**src/rtl/pbcr_pkg.sv**
```systemverilog
// shared types and constants of the priority bank cache replacer
// no dependencies; used by priority_bank_cache_replacer_core
`default_nettype none

package pbcr_pkg;

  typedef enum logic [3:0] {
    S_CLEAR,
    S_IDLE,
    S_MISS_UPD,
    S_CACHE,
    S_BANK_CHK,
    S_HIT,
    S_PROBE,
    S_COMMIT,
    S_DONE
  } state_t;

  localparam logic       OP_CACHE = 1'b0;
  localparam logic       OP_MISS  = 1'b1;

  localparam logic [2:0] STAT_HIT     = 3'd0;
  localparam logic [2:0] STAT_MAPPED  = 3'd1;
  localparam logic [2:0] STAT_NOFREE  = 3'd2;
  localparam logic [2:0] STAT_MISS    = 3'd3;
  localparam logic [2:0] STAT_IGNORED = 3'd4;

  localparam logic [1:0] CFG_HIROM       = 2'd0;
  localparam logic [1:0] CFG_BANK_COUNT  = 2'd1;
  localparam logic [1:0] CFG_CHUNK_COUNT = 2'd2;

  localparam logic [7:0] BANK_IGN_LO   = 8'h7E;
  localparam logic [7:0] BANK_IGN_HI   = 8'h7F;
  localparam logic [7:0] TYPE_RESIDENT = 8'hFF;
  localparam logic [7:0] TYPE_MISS     = 8'h40;
  localparam logic [7:0] TYPE_NONE     = 8'h00;
  localparam logic [7:0] HIROM_BASE    = 8'h40;
  localparam logic [2:0] MISS_LIMIT    = 3'd4;

  localparam logic [7:0] RST_BANK_COUNT  = 8'd1;
  localparam logic [6:0] RST_CHUNK_COUNT = 7'd64;

endpackage

`default_nettype wire

```
**src/rtl/priority_bank_cache_replacer_core.sv**
```systemverilog
// Maps ROM banks to buffer chunks: cache requests and miss reports produce one result item
// each. After reset a clearing pass zeroes the chunk, bank and miss tables with no item
// taken. A miss report below the threshold runs the miss update and done steps, an ignored
// bank only the done step, a cached bank the cache, bank check, hit and done steps; a new
// mapping runs cache, bank check, one probe step per chunk probed, commit and done. The
// probe loop reads the chunk table once per cycle through its single read port.
// One item is worked on at a time; a result waits in the done step for the output register.
// depends on pbcr_pkg
`default_nettype none

module priority_bank_cache_replacer_core #(
  parameter int MAX_CHUNKS = 64,
  parameter int BANK_SLOTS = 128,
  parameter int MISS_SLOTS = 512
) (
  input  wire logic        clk,
  input  wire logic        rst,
  input  wire logic        cfg_we,
  input  wire logic [1:0]  cfg_index,
  input  wire logic [7:0]  cfg_data,
  input  wire logic        in_valid,
  output      logic        in_stall,
  input  wire logic        op,
  input  wire logic [7:0]  bank,
  input  wire logic [7:0]  usage_type,
  input  wire logic [23:0] rom_offset,
  output      logic        out_valid,
  input  wire logic        out_stall,
  output      logic [2:0]  status,
  output      logic        evicted_valid,
  output      logic [6:0]  evicted_bank,
  output      logic [6:0]  mapped_bank,
  output      logic [5:0]  chunk_index
);

  localparam int CW = $clog2(MAX_CHUNKS);
  localparam int NW = $clog2(MAX_CHUNKS + 1);
  localparam int BW = $clog2(BANK_SLOTS);
  localparam int KW = $clog2(MISS_SLOTS);
  localparam int CLR_A = (MAX_CHUNKS > BANK_SLOTS) ? MAX_CHUNKS : BANK_SLOTS;
  localparam int CLR_LEN = (CLR_A > MISS_SLOTS) ? CLR_A : MISS_SLOTS;
  localparam int LW = $clog2(CLR_LEN);
  localparam int CE = 8 + BW;
  localparam int BE = 1 + CW;

  // configuration
  logic       hirom_mode;
  logic [7:0] bank_count;
  logic [6:0] chunk_count;

  always_ff @(posedge clk) begin
    if (rst) begin
      hirom_mode  <= 1'b0;
      bank_count  <= pbcr_pkg::RST_BANK_COUNT;
      chunk_count <= pbcr_pkg::RST_CHUNK_COUNT;
    end else if (cfg_we) begin
      case (cfg_index)
        pbcr_pkg::CFG_HIROM:       hirom_mode  <= cfg_data[0];
        pbcr_pkg::CFG_BANK_COUNT:  bank_count  <= cfg_data;
        pbcr_pkg::CFG_CHUNK_COUNT: chunk_count <= cfg_data[6:0];
        default: ;
      endcase
    end
  end

  // memories
  logic [CE-1:0] cmem [MAX_CHUNKS];
  logic [BE-1:0] bmem [BANK_SLOTS];
  logic [2:0]    mmem [MISS_SLOTS];

  logic          cm_we, bm_we, mm_we;
  logic [CW-1:0] cm_waddr, cm_raddr;
  logic [BW-1:0] bm_waddr, bm_raddr;
  logic [KW-1:0] mm_waddr, mm_raddr;
  logic [CE-1:0] cm_wdata, cm_rdata;
  logic [BE-1:0] bm_wdata, bm_rdata;
  logic [2:0]    mm_wdata, mm_rdata;

  always_ff @(posedge clk) begin
    if (cm_we) begin
      cmem[cm_waddr] <= cm_wdata;
    end
    cm_rdata <= cmem[cm_raddr];
  end

  always_ff @(posedge clk) begin
    if (bm_we) begin
      bmem[bm_waddr] <= bm_wdata;
    end
    bm_rdata <= bmem[bm_raddr];
  end

  always_ff @(posedge clk) begin
    if (mm_we) begin
      mmem[mm_waddr] <= mm_wdata;
    end
    mm_rdata <= mmem[mm_raddr];
  end

  localparam logic [7:0] HIROM_LIM = pbcr_pkg::HIROM_BASE;

  // bank after mask, hirom offset and wrap into the bank table
  function automatic logic [BW-1:0] calc_bank(input logic [8:0] raw_in, input logic hi,
                                              input logic [7:0] cnt);
    logic [7:0] m;
    logic [8:0] v;
    m = cnt - 8'd1;
    v = {1'b0, raw_in[7:0] & m};
    if (hi && (v < 9'(HIROM_LIM))) begin
      v = v + 9'(HIROM_LIM);
    end
    for (int j = 0; j < 4; j++) begin
      if (v >= 9'(BANK_SLOTS)) begin
        v = v - 9'(BANK_SLOTS);
      end
    end
    return BW'(v);
  endfunction

  function automatic logic [KW-1:0] calc_slot(input logic [8:0] mb_in);
    logic [10:0] v;
    v = 11'(mb_in);
    for (int j = 0; j < 4; j++) begin
      if (v >= 11'(MISS_SLOTS)) begin
        v = v - 11'(MISS_SLOTS);
      end
    end
    return KW'(v);
  endfunction

  // control and working registers
  pbcr_pkg::state_t state, state_next;
  logic [LW-1:0] clr, clr_next;
  logic [8:0]    raw, raw_next;
  logic [7:0]    tp, tp_next;
  logic [BW-1:0] breg, breg_next;
  logic [CW-1:0] creg, creg_next;
  logic [CW-1:0] p, p_next;
  logic [NW-1:0] pcnt, pcnt_next;
  logic [KW-1:0] kreg, kreg_next;
  logic [CW-1:0] next_chunk, next_chunk_next;
  logic [2:0]    res_status, res_status_next;
  logic          res_ev, res_ev_next;
  logic [6:0]    res_evb, res_evb_next;
  logic [6:0]    res_mb, res_mb_next;
  logic [5:0]    res_ci, res_ci_next;
  logic          out_load;

  // derived values
  logic [8:0]    mb_in;
  logic [KW-1:0] k_calc;
  logic [BW-1:0] b_calc;
  logic [8:0]    cc9;
  logic [NW-1:0] n_cur, first_cur, p_inc;
  logic [CW-1:0] p0, p_wrap;
  logic [7:0]    ct;
  logic [BW-1:0] old_bank;
  logic          ok;
  logic [2:0]    miss_cnt;

  assign mb_in  = hirom_mode ? 9'(rom_offset[23:16]) : rom_offset[23:15];
  assign k_calc = calc_slot(mb_in);
  assign b_calc = calc_bank(raw, hirom_mode, bank_count);
  assign cc9    = 9'(chunk_count);

  always_comb begin
    if (chunk_count == 7'd0) begin
      n_cur = NW'(1);
    end else if (cc9 > 9'(MAX_CHUNKS)) begin
      n_cur = NW'(MAX_CHUNKS);
    end else begin
      n_cur = NW'(chunk_count);
    end
  end

  assign first_cur = (tp == pbcr_pkg::TYPE_RESIDENT) ? '0 : (n_cur >> 1);
  assign p0        = (NW'(next_chunk) >= n_cur) ? CW'(first_cur) : next_chunk;
  assign p_inc     = NW'(p) + NW'(1);
  assign p_wrap    = (p_inc >= n_cur) ? CW'(first_cur) : CW'(p_inc);
  assign ct        = cm_rdata[CE-1:BW];
  assign old_bank  = cm_rdata[BW-1:0];
  assign miss_cnt  = mm_rdata + 3'd1;

  always_comb begin
    if (ct == pbcr_pkg::TYPE_RESIDENT) begin
      ok = 1'b0;
    end else if (tp[7]) begin
      ok = !ct[7] || (ct == tp);
    end else begin
      ok = (ct <= tp);
    end
  end

  assign in_stall = (state != pbcr_pkg::S_IDLE);

  always_comb begin
    state_next      = state;
    clr_next        = clr;
    raw_next        = raw;
    tp_next         = tp;
    breg_next       = breg;
    creg_next       = creg;
    p_next          = p;
    pcnt_next       = pcnt;
    kreg_next       = kreg;
    next_chunk_next = next_chunk;
    res_status_next = res_status;
    res_ev_next     = res_ev;
    res_evb_next    = res_evb;
    res_mb_next     = res_mb;
    res_ci_next     = res_ci;
    out_load        = 1'b0;
    cm_we           = 1'b0;
    cm_waddr        = p;
    cm_wdata        = {tp, breg};
    cm_raddr        = p;
    bm_we           = 1'b0;
    bm_waddr        = breg;
    bm_wdata        = {1'b1, p};
    bm_raddr        = breg;
    mm_we           = 1'b0;
    mm_waddr        = kreg;
    mm_wdata        = miss_cnt;
    mm_raddr        = kreg;

    case (state)
      pbcr_pkg::S_CLEAR: begin
        cm_we    = ((LW + 1)'(clr) < (LW + 1)'(MAX_CHUNKS));
        cm_waddr = CW'(clr);
        cm_wdata = '0;
        bm_we    = ((LW + 1)'(clr) < (LW + 1)'(BANK_SLOTS));
        bm_waddr = BW'(clr);
        bm_wdata = '0;
        mm_we    = ((LW + 1)'(clr) < (LW + 1)'(MISS_SLOTS));
        mm_waddr = KW'(clr);
        mm_wdata = '0;
        clr_next = clr + LW'(1);
        if (clr == LW'(CLR_LEN - 1)) begin
          state_next = pbcr_pkg::S_IDLE;
        end
      end

      pbcr_pkg::S_IDLE: begin
        mm_raddr = k_calc;
        if (in_valid) begin
          res_ev_next  = 1'b0;
          res_evb_next = '0;
          res_mb_next  = '0;
          res_ci_next  = '0;
          if (op == pbcr_pkg::OP_CACHE) begin
            raw_next = 9'(bank);
            tp_next  = usage_type;
            if ((bank == pbcr_pkg::BANK_IGN_LO) || (bank == pbcr_pkg::BANK_IGN_HI)) begin
              res_status_next = pbcr_pkg::STAT_IGNORED;
              state_next      = pbcr_pkg::S_DONE;
            end else begin
              state_next = pbcr_pkg::S_CACHE;
            end
          end else begin
            raw_next   = mb_in;
            kreg_next  = k_calc;
            state_next = pbcr_pkg::S_MISS_UPD;
          end
        end
      end

      pbcr_pkg::S_MISS_UPD: begin
        mm_we = 1'b1;
        if (miss_cnt > pbcr_pkg::MISS_LIMIT) begin
          mm_wdata   = '0;
          tp_next    = pbcr_pkg::TYPE_MISS;
          state_next = pbcr_pkg::S_CACHE;
        end else begin
          mm_wdata        = miss_cnt;
          res_status_next = pbcr_pkg::STAT_MISS;
          state_next      = pbcr_pkg::S_DONE;
        end
      end

      pbcr_pkg::S_CACHE: begin
        bm_raddr   = b_calc;
        breg_next  = b_calc;
        state_next = pbcr_pkg::S_BANK_CHK;
      end

      pbcr_pkg::S_BANK_CHK: begin
        if (bm_rdata[CW]) begin
          creg_next  = bm_rdata[CW-1:0];
          cm_raddr   = bm_rdata[CW-1:0];
          state_next = pbcr_pkg::S_HIT;
        end else begin
          p_next     = p0;
          cm_raddr   = p0;
          pcnt_next  = '0;
          state_next = pbcr_pkg::S_PROBE;
        end
      end

      pbcr_pkg::S_HIT: begin
        cm_waddr = creg;
        cm_wdata = {tp, old_bank};
        cm_we    = (ct < tp);
        res_status_next = pbcr_pkg::STAT_HIT;
        res_mb_next     = 7'(breg);
        res_ci_next     = 6'(creg);
        state_next      = pbcr_pkg::S_DONE;
      end

      pbcr_pkg::S_PROBE: begin
        if (ok) begin
          cm_we    = 1'b1;
          cm_waddr = p;
          cm_wdata = {tp, breg};
          bm_waddr = old_bank;
          bm_wdata = '0;
          if (ct != pbcr_pkg::TYPE_NONE) begin
            bm_we        = 1'b1;
            res_ev_next  = 1'b1;
            res_evb_next = 7'(old_bank);
          end
          res_status_next = pbcr_pkg::STAT_MAPPED;
          res_mb_next     = 7'(breg);
          res_ci_next     = 6'(p);
          state_next      = pbcr_pkg::S_COMMIT;
        end else if (pcnt == (n_cur - NW'(1))) begin
          res_status_next = pbcr_pkg::STAT_NOFREE;
          res_mb_next     = 7'(breg);
          state_next      = pbcr_pkg::S_DONE;
        end else begin
          p_next    = p_wrap;
          cm_raddr  = p_wrap;
          pcnt_next = pcnt + NW'(1);
        end
      end

      pbcr_pkg::S_COMMIT: begin
        bm_we           = 1'b1;
        bm_waddr        = breg;
        bm_wdata        = {1'b1, p};
        next_chunk_next = p_wrap;
        state_next      = pbcr_pkg::S_DONE;
      end

      pbcr_pkg::S_DONE: begin
        if (!out_valid || !out_stall) begin
          out_load   = 1'b1;
          state_next = pbcr_pkg::S_IDLE;
        end
      end

      default: begin
        state_next = pbcr_pkg::S_IDLE;
      end
    endcase
  end

  always_ff @(posedge clk) begin
    if (rst) begin
      state      <= pbcr_pkg::S_CLEAR;
      clr        <= '0;
      next_chunk <= '0;
    end else begin
      state      <= state_next;
      clr        <= clr_next;
      next_chunk <= next_chunk_next;
    end
  end

  always_ff @(posedge clk) begin
    raw        <= raw_next;
    tp         <= tp_next;
    breg       <= breg_next;
    creg       <= creg_next;
    p          <= p_next;
    pcnt       <= pcnt_next;
    kreg       <= kreg_next;
    res_status <= res_status_next;
    res_ev     <= res_ev_next;
    res_evb    <= res_evb_next;
    res_mb     <= res_mb_next;
    res_ci     <= res_ci_next;
  end

  // output register
  always_ff @(posedge clk) begin
    if (rst) begin
      out_valid <= 1'b0;
    end else if (out_load) begin
      out_valid <= 1'b1;
    end else if (!out_stall) begin
      out_valid <= 1'b0;
    end
  end

  always_ff @(posedge clk) begin
    if (out_load) begin
      status        <= res_status;
      evicted_valid <= res_ev;
      evicted_bank  <= res_evb;
      mapped_bank   <= res_mb;
      chunk_index   <= res_ci;
    end
  end

  a_probe_bound: assert property (@(posedge clk) disable iff (rst)
    (state == pbcr_pkg::S_PROBE) |-> (pcnt < n_cur))
    else $error("probe count ran past the chunk count");

  a_evict_only_mapped: assert property (@(posedge clk) disable iff (rst)
    (out_valid && evicted_valid) |-> (status == pbcr_pkg::STAT_MAPPED))
    else $error("eviction reported without a new mapping");

  a_result_from_done: assert property (@(posedge clk) disable iff (rst)
    $rose(out_valid) |-> $past(state == pbcr_pkg::S_DONE))
    else $error("result item raised outside the done step");

  a_pointer_range: assert property (@(posedge clk) disable iff (rst)
    (state == pbcr_pkg::S_IDLE) |-> (NW'(next_chunk) < NW'(MAX_CHUNKS)))
    else $error("round-robin pointer out of range");

endmodule

`default_nettype wire

```
**config.mk**
```make
export PLATFORM = sky130hd
export DESIGN_NAME = priority_bank_cache_replacer_core
export DESIGN_NICKNAME = d
export VERILOG_FILES = /design/src/rtl/pbcr_pkg.sv /design/src/rtl/priority_bank_cache_replacer_core.sv
export SDC_FILE = /design/constraint.sdc
export NUM_CORES = 2
export LEC_CHECK = 0
export ABC_AREA = 1
export BUFFER_PORTS_ARGS = -buffer_cell sky130_fd_sc_hd__buf_2
export CAP_MARGIN = 20
export CORE_ASPECT_RATIO = 1.4
export CORE_MARGIN = 1
export CORE_UTILIZATION = 35
export DETAILED_ROUTE_END_ITERATION = 10
export PLACE_DENSITY = 0.53
export SLEW_MARGIN = 20
export SYNTH_ARGS = -nofsm -noshare
export SYNTH_HDL_FRONTEND = slang
export SYNTH_SLANG_ARGS = --single-unit
```
**constraint.sdc**
```tcl
create_clock -name clk -period 42.7 [get_ports clk]
set_input_delay 2.135 -clock clk [delete_from_list [all_inputs] [get_ports clk]]
set_output_delay 2.135 -clock clk [all_outputs]
set_load 0.1 [all_outputs]
```
==> results.ini <==
[clock_network]
clockBufferDepth=4
root_buffer=clkbuf_16
cts_tree=yes
htreeDepth=5
cts_sinks=3552
cts_resized=0
clk_pin_slew_ps=60
cts_hold_buf=0
cts_setup_buffers=0
clk-insertion-delay-late_ps=920
numCtsBuffers=343

[critical_path]
rr_startpoint=state[1]
startpoint=rom_offset[15]
critical_path_class=primary input to flip-flop
r2r-end=mm_rdata[1]
start_kind=primary input
r2r_cells=18
cpMostUsedCell=nand3_1
critPathMaxStageDelay_ps=840
reg2reg_slack_ps=35740
crit_arrival_ps=8430
cp_cell_sequence=buf_2 -> o21ai_0 -> o21ai_4 -> inv_8 -> buf_4 -> buf_12 -> buf_4 -> o21ai_0 -> o22ai_1 -> o21ai_0 -> o21bai_1 -> nand3_1 -> nand3_1 -> nand3_1 -> nand3_1 -> nand3_1 -> o21a_1
cp-end-kind=flip-flop
crit_required_ps=43560
cp_max_fo=188
cp_slowest_cell=buf_4

[detailed_routing]
drc=0
dr.pass1.iters=5
via_per_inst=5.28
wl_per_cell_um=23.0
routed_wirelength_um=411000
ant_nets=0
dr.first_iter.drc_count=7883
vias=94300
dr_wl_met2_um=208000
highest_layer=met4
wl_met1_um=168000
wl_met3_um=20200

[pwr]
p_leak_nw=55.8
power.density_nw_per_um2=51.8
vdd_drop_max_mv=0.0454

[finish]
areaGrowthSynthToFinish_pct=11.8
post-route-util_pct=39.3
drive_gt1_share_pct=7.07
final_cells=17900
fin_nets=12100
final_common_cell=edfxtp_1
final_cell_mix=3484 x edfxtp_1, 2179 x nor2_1, 1270 x o21ai_0

[placement]
post-place-ws_ps=34390
io_buffers=66
dp.final_hpwl_um=225000
place.gp.congestion=0.856
dp_cells=17200

[synth]
synth.distinct_cells=52
syn_area_um2=148000
synth_fp_nets=12400
async_flop_share_pct=0
ys_seq_area_share_pct=71.7
ys_seq_elements=3552
avgSynthCellArea_um2=12.0
synth-main-ff-cell=edfxtp_1
synth_edf_count=3484
syn_inst=12300
synth_warnings=0

[sta]
tightestPinTransition_ps=1140
rsz0062_at_grt=no
finClkSkew_ps=46.6
relSlewSlack_pct=23.0
drv_slew=0
setup_viol=0
period_minus_slack_ps=7570
finalHoldViolCount=0
post-route-period-util_pct=17.7
finalSetupTns_ps=0
clock.fmax_ghz=0.132
setup_slack_ps=35130

[grt]
grt_max_degree=208
overflow=0
grt_pass1_wl_um=607000
antenna_found_initial=3
grt.total_usage_pct=18.9
grt_pass1_vias=92800

[min_path]
hold_start=res_ci[1]
min_to=chunk_index[1]
holdCritPathClass=flip-flop to flip-flop
min_delay_path_depth=0

[floorplanning]
die_w_um=551
row_count=282
core_area_um2=421000
die_y_um=771
num_io_pins=82
start_util_pct=35.1
dieArea_um2=425000

[job]
cap_viol_max_count=0

[outcome]
outcome=finished clean

worst max-delay path: cells and delay by family:
family | cells | cell delay [ps]
AND/OR/NAND/NOR | 5 | 790
AO/OA/AOI/OAI | 7 | 2030
buffers and inverters | 5 | 2820
area by class of cell:
type | instances | area [um^2]
repair buffers | 286 | 2210
flip-flops and latches | 3552 | 106000
clock inverters | 177 | 1950
well taps | 5538 | 6930
inverters | 799 | 3060
clock buffers | 433 | 9280
multi-input cells | 7069 | 35900
fillers | 40000 | 256000
diodes | 4 | 10.0
sequential cells by signal, summed over array words and instances (netlist names), 8 cells and up:
name / cells
mmem: 1536
raw: 8
bank_count: 8
clr: 9
cmem: 960
tp: 8
kreg: 9
bmem: 896
cm_rdata: 15
layer usage:
layer  global-route usage, %  vias to the layer above
met4                    6.90                        0
met5                       0                        -
met2                    33.4                     2621
li1                        -                    43800
met1                    23.8                    47200
met3                    2.15                      648
synthesized netlist by cell type (all sizes together) (2+ instances only):
| master | n | area (um^2) |
|---|---|---|
| a211oi | 3 | 22.5 |
| a21oi | 47 | 235 |
| a22oi | 2 | 15.0 |
| a31oi | 19 | 119 |
| and2 | 2 | 12.5 |
| buf | 260 | 1300 |
| clkbuf | 603 | 2270 |
| clkinv | 3 | 11.3 |
| dfxtp | 68 | 1360 |
| edfxtp | 3484 | 105000 |
| ha | 29 | 363 |
| inv | 796 | 2990 |
| mux2i | 139 | 1390 |
| nand2 | 883 | 3330 |
| nand3 | 1252 | 6270 |
| nand3b | 301 | 2260 |
| nand4 | 19 | 119 |
| nor2 | 2202 | 8290 |
| nor3 | 29 | 150 |
| nor4 | 7 | 43.8 |
| o2111ai | 4 | 35.0 |
| o211ai | 72 | 541 |
| o21ai | 1291 | 6460 |
| o21bai | 48 | 360 |
| o221ai | 208 | 1820 |
| o22ai | 396 | 2480 |
| o311ai | 2 | 17.5 |
| o31ai | 2 | 15.0 |
| o32ai | 85 | 744 |
| or2 | 4 | 25.0 |
| xnor2 | 5 | 43.8 |
| xor2 | 11 | 96.3 |
logic make-up (layout without fill, tap and decap cells):
family	after synthesis	count (layout)	share of synthesized area (%)
XOR/XNOR	16	16	0.0948
flip-flops	3552	3552	71.7
other	0	4	0
adder cells (fa/ha/maj)	29	29	0.245
AO/OA/AOI/OAI	2184	2184	8.73
buffers and inverters	1662	1695	4.44
AND/OR/NAND/NOR	4701	4701	13.9
multiplexers	139	139	0.941
stage by stage:
stage / cell area [um^2] / total power, mW / hold WS (ps)
2_1_floorplan: 148000 / 5.03 / 400
3_3_place_gp: 154000 / 5.54 / 413
3_5_place_dp: 154000 / 5.54 / 405
4_1_cts: 165000 / 8.62 / 435
5_1_grt: 165000 / 8.84 / 446
6_report: 165000 / 8.56 / 437
report_power, final:
| group | internal (mW) | switching (mW) | total [mW] |
|---|---|---|---|
| logic | 0.279 | 1.09 | 1.37 |
| registers | 4.07 | 0.0227 | 4.09 |
| clock network | 1.78 | 1.32 | 3.10 |
| total | 6.13 | 2.43 | 8.56 |
worst max-delay path by stage:
stage	end	slack (ps)	cells after the start
floorplan	mmem[0][1]	16790	8
global placement	mm_rdata[1]	34420	17
detailed placement	mm_rdata[1]	34390	16
CTS	mm_rdata[1]	35370	16
global route	mm_rdata[1]	34850	17
finish	mm_rdata[1]	35130	17
(Power assumes the default switching activity.)
